--- src/design/rtbo_pkg.sv ---
`timescale 1ns / 1ps

package rtbo_pkg;

    localparam int SLOTS      = 32;

    localparam int CMD_W      = 2;
    localparam int SEQ_W      = 32;
    localparam int TIME_W     = 32;
    localparam int RETRY_W    = 8;
    localparam int ITO_W      = 16;
    localparam int EVENT_W    = 3;
    localparam int SLOT_W     = 5;
    localparam int PEND_W     = 6;
    localparam int CFG_IDX_W  = 1;
    localparam int CFG_DATA_W = 16;

    localparam logic [CFG_IDX_W-1:0] REG_RETRY_LIMIT  = 1'd0;
    localparam logic [CFG_IDX_W-1:0] REG_INIT_TIMEOUT = 1'd1;

    localparam logic [RETRY_W-1:0] RETRY_LIMIT_RST  = 8'd5;
    localparam logic [ITO_W-1:0]   INIT_TIMEOUT_RST = 16'd100;
    localparam logic [TIME_W-1:0]  TIMEOUT_MAX      = '1;

    typedef enum logic [CMD_W-1:0] {
        CMD_ADD  = 2'd0,
        CMD_ACK  = 2'd1,
        CMD_NAK  = 2'd2,
        CMD_TICK = 2'd3
    } t_cmd;

    typedef enum logic [EVENT_W-1:0] {
        EV_ADDED      = 3'd0,
        EV_FULL       = 3'd1,
        EV_ACKED      = 3'd2,
        EV_ACK_MISS   = 3'd3,
        EV_RETRANSMIT = 3'd4,
        EV_NAK_RESEND = 3'd5,
        EV_NAK_MISS   = 3'd6,
        EV_DROPPED    = 3'd7
    } t_event;

    typedef enum logic [1:0] {
        ST_IDLE,
        ST_SCAN,
        ST_FLUSH
    } t_state;

    typedef struct packed {
        logic [SEQ_W-1:0]   seq;
        logic [TIME_W-1:0]  sent;
        logic [TIME_W-1:0]  timeout;
        logic [RETRY_W-1:0] retries;
    } t_entry;

    // outcome of looking at one slot during a scan
    typedef struct packed {
        logic               fire;
        logic               stop;
        t_event             kind;
        t_event             miss_kind;
        logic               wr_en;
        t_entry             wr_data;
        logic               set_valid;
        logic               clr_valid;
        logic [SEQ_W-1:0]   seq;
        logic [RETRY_W-1:0] retries;
        logic [TIME_W-1:0]  timeout;
    } t_eval;

    typedef struct packed {
        t_event             kind;
        logic [SLOT_W-1:0]  slot;
        logic [SEQ_W-1:0]   seq;
        logic [RETRY_W-1:0] retries;
        logic [TIME_W-1:0]  timeout;
        logic [PEND_W-1:0]  pending;
    } t_result;

endpackage

--- src/design/rtbo_slot_eval.sv ---
`timescale 1ns / 1ps

module rtbo_slot_eval (
    input  rtbo_pkg::t_cmd                      i_cmd,
    input  logic [rtbo_pkg::SEQ_W-1:0]          i_seq,
    input  logic [rtbo_pkg::TIME_W-1:0]         i_now,
    input  rtbo_pkg::t_entry                    i_entry,
    input  logic                                i_valid,
    input  logic [rtbo_pkg::RETRY_W-1:0]        i_retry_limit,
    input  logic [rtbo_pkg::ITO_W-1:0]          i_init_timeout,
    output rtbo_pkg::t_eval                     o_eval
);
    import rtbo_pkg::*;

    logic [TIME_W-1:0] elapsed;
    logic              seq_hit;
    logic              due;

    assign elapsed = i_now - i_entry.sent;
    assign seq_hit = i_valid && (i_entry.seq == i_seq);
    assign due     = i_valid && (elapsed >= i_entry.timeout);

    always_comb begin
        o_eval           = '0;
        o_eval.kind      = EV_ADDED;
        o_eval.miss_kind = EV_ACK_MISS;
        o_eval.wr_data   = i_entry;
        o_eval.seq       = i_seq;
        o_eval.retries   = i_entry.retries;
        o_eval.timeout   = i_entry.timeout;
        unique case (i_cmd)
            CMD_ADD: begin
                o_eval.miss_kind = EV_FULL;
                if (!i_valid) begin
                    o_eval.fire      = 1'b1;
                    o_eval.stop      = 1'b1;
                    o_eval.kind      = EV_ADDED;
                    o_eval.wr_en     = 1'b1;
                    o_eval.wr_data   = '{seq: i_seq, sent: i_now,
                                         timeout: TIME_W'(i_init_timeout), retries: '0};
                    o_eval.set_valid = 1'b1;
                    o_eval.retries   = '0;
                    o_eval.timeout   = TIME_W'(i_init_timeout);
                end
            end
            CMD_ACK: begin
                o_eval.miss_kind = EV_ACK_MISS;
                if (seq_hit) begin
                    o_eval.fire      = 1'b1;
                    o_eval.stop      = 1'b1;
                    o_eval.kind      = EV_ACKED;
                    o_eval.clr_valid = 1'b1;
                end
            end
            CMD_NAK: begin
                o_eval.miss_kind = EV_NAK_MISS;
                if (seq_hit) begin
                    o_eval.fire         = 1'b1;
                    o_eval.stop         = 1'b1;
                    o_eval.kind         = EV_NAK_RESEND;
                    o_eval.wr_en        = 1'b1;
                    o_eval.wr_data.sent = i_now;
                end
            end
            CMD_TICK: begin
                o_eval.seq = i_entry.seq;
                if (due) begin
                    o_eval.fire = 1'b1;
                    if (i_entry.retries >= i_retry_limit) begin
                        o_eval.kind      = EV_DROPPED;
                        o_eval.clr_valid = 1'b1;
                    end else begin
                        o_eval.kind            = EV_RETRANSMIT;
                        o_eval.wr_en           = 1'b1;
                        o_eval.wr_data.sent    = i_now;
                        o_eval.wr_data.retries = i_entry.retries + RETRY_W'(1);
                        // doubling saturates at the all-ones timeout
                        o_eval.wr_data.timeout = i_entry.timeout[TIME_W-1] ? TIMEOUT_MAX
                                               : {i_entry.timeout[TIME_W-2:0], 1'b0};
                        o_eval.retries         = o_eval.wr_data.retries;
                        o_eval.timeout         = o_eval.wr_data.timeout;
                    end
                end
            end
            default: begin
            end
        endcase
    end

endmodule

--- config.mk ---
export PLATFORM = sky130hd
export DESIGN_NAME = rtbo_slot_eval
export DESIGN_NICKNAME = d
export VERILOG_FILES = /design/src/design/rtbo_pkg.sv /design/src/design/rtbo_slot_eval.sv
export SDC_FILE = /design/constraint.sdc
export NUM_CORES = 1
export LEC_CHECK = 0
export BUFFER_PORTS_ARGS = -buffer_cell sky130_fd_sc_hd__buf_2
export CORE_AREA = 2 2 147 149
export DETAILED_ROUTE_END_ITERATION = 16
export DIE_AREA = 0 0 149 151
export PLACE_DENSITY = 0.56
export SLEW_MARGIN = 0
export SYNTH_ARGS = -nofsm -noshare
export SYNTH_HDL_FRONTEND = slang
export SYNTH_SLANG_ARGS = --single-unit
--- constraint.sdc ---
create_clock -name vclk -period 6.3
set_clock_uncertainty 0.15 [all_clocks]
set_input_delay 0.315 -clock vclk [all_inputs]
set_output_delay 0.315 -clock vclk [all_outputs]
set_load 0.05 [all_outputs]
-- Word level (Yosys, flattened, before mapping)
Index checks and enable logic that the tools add are counted.
- reductions and logical operators: 3
- multiplexer cells: 31
- add/subtract/negate cells: 2
- equal/unequal tests: 4
- magnitude comparators: 2
- operators by type and width (cell ; number):
    $pmux W40 S2 ; 2
    $mux W72 ; 2
    $mux W32 ; 4
    $mux W40 ; 3
    $mux W106 ; 1
    $pmux W32 S3 ; 1
    $eq A32 B32 Y1 ; 1
    $ge A32 B32 Y1 ; 1
    $sub A32 B32 Y32 ; 1
    $mux W5 ; 3
    $pmux W3 S4 ; 1
    $add A8 B1 Y8 const B ; 1
    $ge A8 B8 Y1 ; 1
    $mux W1 ; 7
    $pmux W1 S3 ; 2
    $pmux W3 S2 ; 1
    $eq A2 B2 Y1 const B ; 2
    $pmux W1 S4 ; 1
    $mux W3 ; 1
    $eq A2 B1 Y1 const B ; 1
    $logic_and A1 B1 Y1 ; 2
    $logic_not A2 Y1 ; 1
    $mux W2 ; 1
    $pmux W1 S2 ; 1
- logic and storage cells: 42
- output and inout port bits: 187
- bits of input ports: 195
- flip-flop bits (word level): 0

-- Depth between registers and ports, before layout
Gate-level depths: netlist of the first run.
- depth after elaboration: 5
- gate-level depth with buffers: 24
- depth with buffers taken out: 21

-- Least setup slack after synthesis of the first run
Ideal clock, no wire load.
- path kind: in2out
- start: input port i_now[0] in the netlist's numbering
- end: output port o_eval[113] in the netlist's numbering
- required time: 5835 ps
- slack: 258 ps
- cell stages on the path: 23
- data arrival time: 5577 ps
- buffers on the path: 2
- cell sequence: inv_1 > ha_1 > inv_1 > fa_1 > a211oi_2 > o21ai_1 > a32o_1 > a2111oi_2 > o31ai_2 > a221o_1 > a21oi_2 > xnor2_1 > ha_1 > nand4_1 > nor4_1 > a221oi_1 > o22ai_1 > and2_1 > a21o_1 > buf_6 > nand2_1 > o21ai_0 > buf_4
- RTL lines (element ; RTL line ; RTL):
    start, declared ; rtbo_slot_eval.sv:6 ; input logic [rtbo_pkg::TIME_W-1:0] i_now,
    end, declared ; rtbo_slot_eval.sv:11 ; output rtbo_pkg::t_eval o_eval

==> metrics.md, run 1 <==
| Metric | Value |
|---|---|
| Combinational share of power | `100.0%` |
| DIE AREA | `22500 sq um` |
| FFs & Latches | `0` |
| CP Capture Type | `output port` |
| Synthesized cell area | `5830 sq um` |
| Slowest cell on the critical path | `fa_1` |
| Post-CTS Setup Inserts | `0` |
| Sw frac | `between 60% and 70%` |
| TritonRoute pass-1 iters | `4` |
| Setup TNS | `0 ns` |
| Initial DRC count | `roughly 280` |
| Crit path DAT | `5.43 ns` |
| Fin. max-slew vios | `0` |
| Row count | `53` |
| Net switching power | `0.000805 W` |
| Slew HR | `23.0%` |
| Int Pwr | `about 0.00037 W` |
| Layout area overhead | `33.7%` |
| Input/output buffers | `between 300 and 400` |
| Synth cell types | `63` |
| Unrepaired setup endpoints after global routing | `false` |
| Fmax | `0.170 GHz` |
| Number of global-route vias before repair | `roughly 6300` |
| Outcome | `completed` |
| Initial antenna violation count | `6` |
| Bufs and invs on worst path | `5` |
| First-pass GRT wire length | `35.4 mm` |
| Cell count after synthesis | `791` |
| Hold-fix buffers at CTS | `0` |
| Final period util | `roughly 94%` |
| DR DRC count | `0` |
| Max Cap Viol | `0` |
| Critical Path RT | `5.83 ns` |
| Total number of vias | `7089` |
| Hold slack | `0.918 ns` |
| Mean Syn Cell Area | `~7.4 sq um` |
| CP Launch Type | `input pin` |
| Layout cells sized above 1 | `43.6%` |
| PD cells | `151 nW/um^2` |
| Wire per inst | `between 15 and 20 um` |
| Hpwl dp | `20.9 mm` |
| Post-synth net total | `~1100` |
| Die Wd | `149 um` |
| Minimum clock period | `just under 6 ns` |
| Final Hold Vio Count | `0` |
| Register area | `0 sq um` |
| Worst-margin pin slew | `1.16 ns` |
| Post-Route WL | `around 24 mm` |
| Gr ovfl total | `0` |
| GPL Wtd Cong | `about 0.9` |
| Die Height | `151 um` |
| Vias/cell | `5.12` |
| Final setup fails | `0` |
| Tot GR Track Use | `19.8%` |
| Maximum fanout along the worst path | `30` |
| Peak VDD IR | `about 78 uV` |
| Initial Utilization | `28.0%` |
| Leak pwr | `between 4 and 5 nW` |
| Sequential area share after synthesis | `0%` |
| Clk pwr share | `0%` |
| Remaining antenna violation count | `0` |
| Critical-path cell list | `buf_2 -> inv_1 -> ha_1 -> inv_1 -> fa_1 -> a211oi_2 -> o21ai_1 -> a32o_1 -> a2111oi_4 -> o31ai_2 -> a221o_1 -> a21oi_2 -> xnor2_1 -> ha_1 -> nand4_1 -> nor4_1 -> a221oi_1 -> o22ai_1 -> and2_1 -> a21oi_2 -> o211ai_1 -> buf_4 -> a32o_1 -> buf_2` |
| Top Ports | `382` |
| Sequential group share of total power | `0%` |
| CP peak stage delay | `around 0.43 ns` |
| Synth Warn # | `0` |
| Crit Path Class | `input pin to output port` |
| CP top delay family | `compound AO/OA/AOI/OAI gates` |
| Min-delay worst type | `input pin to output port` |
| Core area | `20800 sq um` |
| Nets | `between 1000 and 1500` |
| CLK BUF | `0` |
| Largest net degree at the start of global routing | `44` |
| Post-CTS sizing | `0` |
## per-layer routing
| metal | up-vias | GRT usage [%] | wire length [um] |
|---|---|---|---|
| met2 | 234 | 34.1 | 11500 |
| met4 | 4 | 1.43 | 206 |
| li1 | 3505 | - | - |
| met5 | - | 0 | 23 |
| met1 | 3334 | 27.8 | 11500 |
| met3 | 12 | 1.93 | 1210 |
## power groups by stage
stage          logic, W  registers, W  clock network (W)
2_1_floorplan  0.000893             0                  0
3_5_place_dp    0.00118             0                  0
6_report        0.00118             0    0.0000000000637
5_1_grt         0.00126             0    0.0000000000212
4_1_cts         0.00118             0                  0
3_3_place_gp    0.00117             0                  0
## synthesized netlist by cell type (7+ instances only)
master	count	area, sq um
clkbuf_1	24	90.1
mux2_2	65	732
nor3_1	7	35.0
nor2_1	69	259
a21oi_1	50	250
xnor2_1	21	184
a211oi_1	7	52.6
o21ai_0	25	125
ha_1	78	976
xor2_1	37	324
buf_4	41	308
a21o_1	25	188
o211ai_1	8	60.1
nand4_1	12	75.1
a221o_1	18	180
buf_2	8	40.0
nor4_1	8	50.1
inv_1	90	338
nand2_1	35	131
nand3_1	11	55.1
a32o_1	32	320
o2bb2ai_2	10	150
nor2b_1	7	43.8
mux2i_1	15	150
## cell usage in the layout, fill, tap and decap left out, types with 7 or more instances in the layout
| cell type | count |
|---|---|
| nor2_1 | 68 |
| nor4_1 | 8 |
| mux2_2 | 65 |
| inv_1 | 90 |
| a221o_1 | 18 |
| buf_4 | 8 |
| o21ai_0 | 24 |
| nor3_1 | 7 |
| a32o_1 | 32 |
| nand2_1 | 35 |
| ha_1 | 77 |
| a21o_1 | 24 |
| nor2b_1 | 7 |
| mux2i_1 | 15 |
| a21oi_1 | 49 |
| nand3_1 | 11 |
| buf_2 | 377 |
| o211ai_1 | 8 |
| o2bb2ai_2 | 10 |
| xor2_1 | 37 |
| xnor2_1 | 21 |
| nand4_1 | 12 |
| a211oi_1 | 7 |
## cell type report
type / count / area (sq um)
multi-input cells: 625 / 5050
well taps: 275 / 344
inverters: 90 / 338
fillers: 2243 / 13000
diodes: 3 / 7.51
repair buffers: 392 / 2060
## worst paths after layout
check / start / endpoint / cells after the start
max: i_now[0] / o_eval[130] / 24
min: i_entry[38] / o_eval[30] / 3
## through the flow
step / total power (W) / setup slack (ns) / instances / utilization [%] / area, sq um
global placement: 0.00117 / 0.325 / 1382 / 37.3 / 7770
finish: 0.00118 / 0.408 / 1385 / 37.4 / 7800
floorplan: 0.000893 / 0.258 / 791 / - / 5830
global route: 0.00126 / 0.0194 / 1383 / 37.4 / 7790
detailed placement: 0.00118 / 0.174 / 1382 / 37.3 / 7770
CTS: 0.00118 / 0.136 / 1382 / 37.3 / 7770
## logic make-up (layout without fill, tap and decap cells)
kind of cell               Yosys count  count (layout)  synth area share (%)
xor gates and xnor gates            58              58                  8.71
and+or+nand+nor                    180             180                  14.8
buffers and inverters              166             482                  13.9
AOI/OAI and AO/OA                  228             228                  30.4
adders and majority gates           79              79                  17.1
muxes                               80              80                  15.1
other                                0               3                     0
(Power assumes the default switching activity.)
==> run 2: changes to the inputs <==
Settings changed: CORE_AREA 2 2 147 149 to 3 3 149 151, DIE_AREA 0 0 149 151 to 0 0 152 154, PLACE_DENSITY 0.56 to 0.55.
==> run 2 against run 1 <==
Net effect:
- routed wire length increased by 1.6%
- sequential share of layout area unchanged
- final cell count unchanged
- via count increased by 0.42%
- highest routed layer unchanged
- hold slack improved by 0.0053 ns
- fmax increased by 0.87%
- non-clock buffer count increased by 2
- flip-flop and latch count unchanged
- largest power group unchanged
- critical path depth decreased by 1
==> metrics.md, run 2 (synthesized netlist as in run 1, its figures left out) <==
| Metric | Value |
|---|---|
| Outcome | `completed` |
| Min-delay worst type | `input pin to output port` |
| Largest net degree at the start of global routing | `44 (unchanged)` |
| Row count | `53 (unchanged)` |
| Slowest cell on the critical path | `fa_1` |
| Total number of vias | `7119 (+0.42%)` |
| Initial DRC count | `343 (+24%)` |
| DR DRC count | `0 (unchanged)` |
| Fmax | `0.171 GHz (+0.87%)` |
| Int Pwr | `0.000363 W (-2.1%)` |
| Final Power | `0.00116 W (-1.0%)` |
| Max Cap Viol | `0 (unchanged)` |
| TritonRoute pass-1 iters | `5 (+1)` |
| Sw frac | `68.8% (+0.35 points)` |
| Initial Utilization | `27.8% (-0.18 points)` |
| Tot GR Track Use | `19.3% (-0.50 points)` |
| Peak VDD IR | `74.6 uV (-4.1%)` |
| Bufs and invs on worst path | `5 (unchanged)` |
| Hpwl dp | `21.0 mm (+0.55%)` |
| DIE AREA | `23400 sq um (+4.0%)` |
| Commonest non-fill, non-tap cells in the layout | `buf_2 (382), inv_1 (90), ha_1 (77), nor2_1 (68), mux2_2 (65)` |
| Number of global-route vias before repair | `6680 (+6.7%)` |
| Leak pwr | `4.15 nW (about the same)` |
| Layout cells sized above 1 | `43.8% (+0.19 points)` |
| CP Capture Type | `output port` |
| Crit path to | `o_eval[17]` |
| Die Wd | `152 um (+2.0%)` |
| Initial antenna violation count | `2 (-4)` |
| Final period util | `92.7% (-0.81 points)` |
| Input/output buffers | `382 (unchanged)` |
| Unrepaired setup endpoints after global routing | `false` |
| GPL Wtd Cong | `0.898 (+1.3%)` |
| Post-route cell area | `7750 sq um (-0.55%)` |
| Setup TNS | `0 ns (unchanged)` |
| CP Launch Type | `input pin` |
| Most common cell after layout, fill and taps aside | `buf_2` |
| FFs & Latches | `0 (unchanged)` |
| CP peak stage delay | `0.43 ns (about the same)` |
| Die Height | `154 um (+2.0%)` |
| Gr ovfl total | `0 (unchanged)` |
| Worst Hold Depth | `3 (unchanged)` |
| Vias/cell | `5.14 (+0.42%)` |
| Crit. Startpoint | `i_now[0]` |
| Wire per inst | `17.9 um (+1.6%)` |
| Hold slack | `0.923 ns (+0.00528 ns)` |
| Core area | `21000 sq um (+0.64%)` |
| Maximum fanout along the worst path | `10 (-67%)` |
| Register area | `0 sq um (unchanged)` |
| Critical-path cell list | `buf_2 -> inv_1 -> ha_1 -> inv_1 -> fa_1 -> a211oi_2 -> o21ai_1 -> a32o_1 -> a2111oi_4 -> o31ai_2 -> a221o_1 -> a21oi_2 -> xnor2_1 -> ha_1 -> a21o_1 -> a221oi_1 -> o22ai_1 -> and2_1 -> a21o_2 -> o21ai_4 -> buf_4 -> o2bb2ai_1 -> buf_2` |
| Remaining antenna violation count | `0 (unchanged)` |
| Fin. max-slew vios | `0 (unchanged)` |
| Clk pwr share | `0% (unchanged)` |
| Worst-margin pin slew | `1.14 ns (-0.0151 ns)` |
| Post-Route WL | `24.8 mm (+1.6%)` |
| Minimum clock period | `5.84 ns (-0.0509 ns)` |
| Slew HR | `23.9% (+0.93 points)` |
| CP top delay family | `compound AO/OA/AOI/OAI gates` |
| Critical path depth in cells | `23 (-4.2%)` |
| Crit path DAT | `5.38 ns (-0.05 ns)` |
| Crit Path Class | `input pin to output port` |
| Final setup fails | `0 (unchanged)` |
| Combinational share of power | `100.0% (about the same)` |
| Placed cell area | `7730 sq um (-0.55%)` |
| Top Ports | `382 (unchanged)` |
| Nets | `1385 (+0.14%)` |
| Final Hold Vio Count | `0 (unchanged)` |
| Critical Path RT | `5.83 ns (about the same)` |
| CLK BUF | `0 (unchanged)` |
| Net switching power | `0.000801 W (-0.51%)` |
| PD cells | `150 nW/um^2 (-0.47%)` |
| First-pass GRT wire length | `37.5 mm (+5.8%)` |
| Layout area overhead | `32.9%` |
| Sequential group share of total power | `0% (unchanged)` |
## run 2: worst min-delay path by stage
stage	end	slack [ns]	startpoint
4_1_cts	o_eval[24]	0.93	i_entry[32]
3_5_place_dp	o_eval[24]	0.93	i_entry[32]
3_3_place_gp	o_eval[112]	0.92	i_entry[38]
6_report	o_eval[123]	0.92	i_entry[49]
5_1_grt	o_eval[112]	0.94	i_entry[38]
2_1_floorplan	o_eval[21]	0.71	i_entry[29]
## run 2: per-stage QoR
step / utilization (%) / cells / setup slack [ns]
finish: 37.0 / 1385 / 0.459
global route: 37.0 / 1385 / 0.0124
CTS: 36.9 / 1384 / 0.144
detailed placement: 36.9 / 1384 / 0.190
global placement: 36.9 / 1384 / 0.336
floorplan: - / 791 / 0.258
## run 2: routing by layer
| metal | up-vias | global-route usage, % | part of all wire (%) |
|---|---|---|---|
| met3 | 16 | 1.49 | 5.2 |
| met1 | 3326 | 26.5 | 45 |
| met4 | 2 | 1.28 | 1.1 |
| li1 | 3514 | - | - |
| met5 | - | 0 | 0.052 |
| met2 | 261 | 34.4 | 48 |
## run 2: what timing repair did
action | CTS | global route
gates resized for setup | 0 | 5
setup buffers | 0 | 0
setup endpoints to repair | 0 | 94
hold buffers | 0 | 0
## run 2: power by group through the flow
stage | registers (W) | clock network (W) | logic (W)
global route | 0 | 0.0000000000212 | 0.00125
CTS | 0 | 0 | 0.00117
detailed placement | 0 | 0 | 0.00116
global placement | 0 | 0 | 0.00116
floorplan | 0 | 0 | 0.000893
finish | 0 | 0.0000000000212 | 0.00116
## run 2: layout make-up
type | count | area, sq um
fillers | 2325 | 13200
multi-input cells | 625 | 5050
repair buffers | 394 | 2020
well taps | 275 | 344
inverters | 90 | 338
diodes | 1 | 2.50
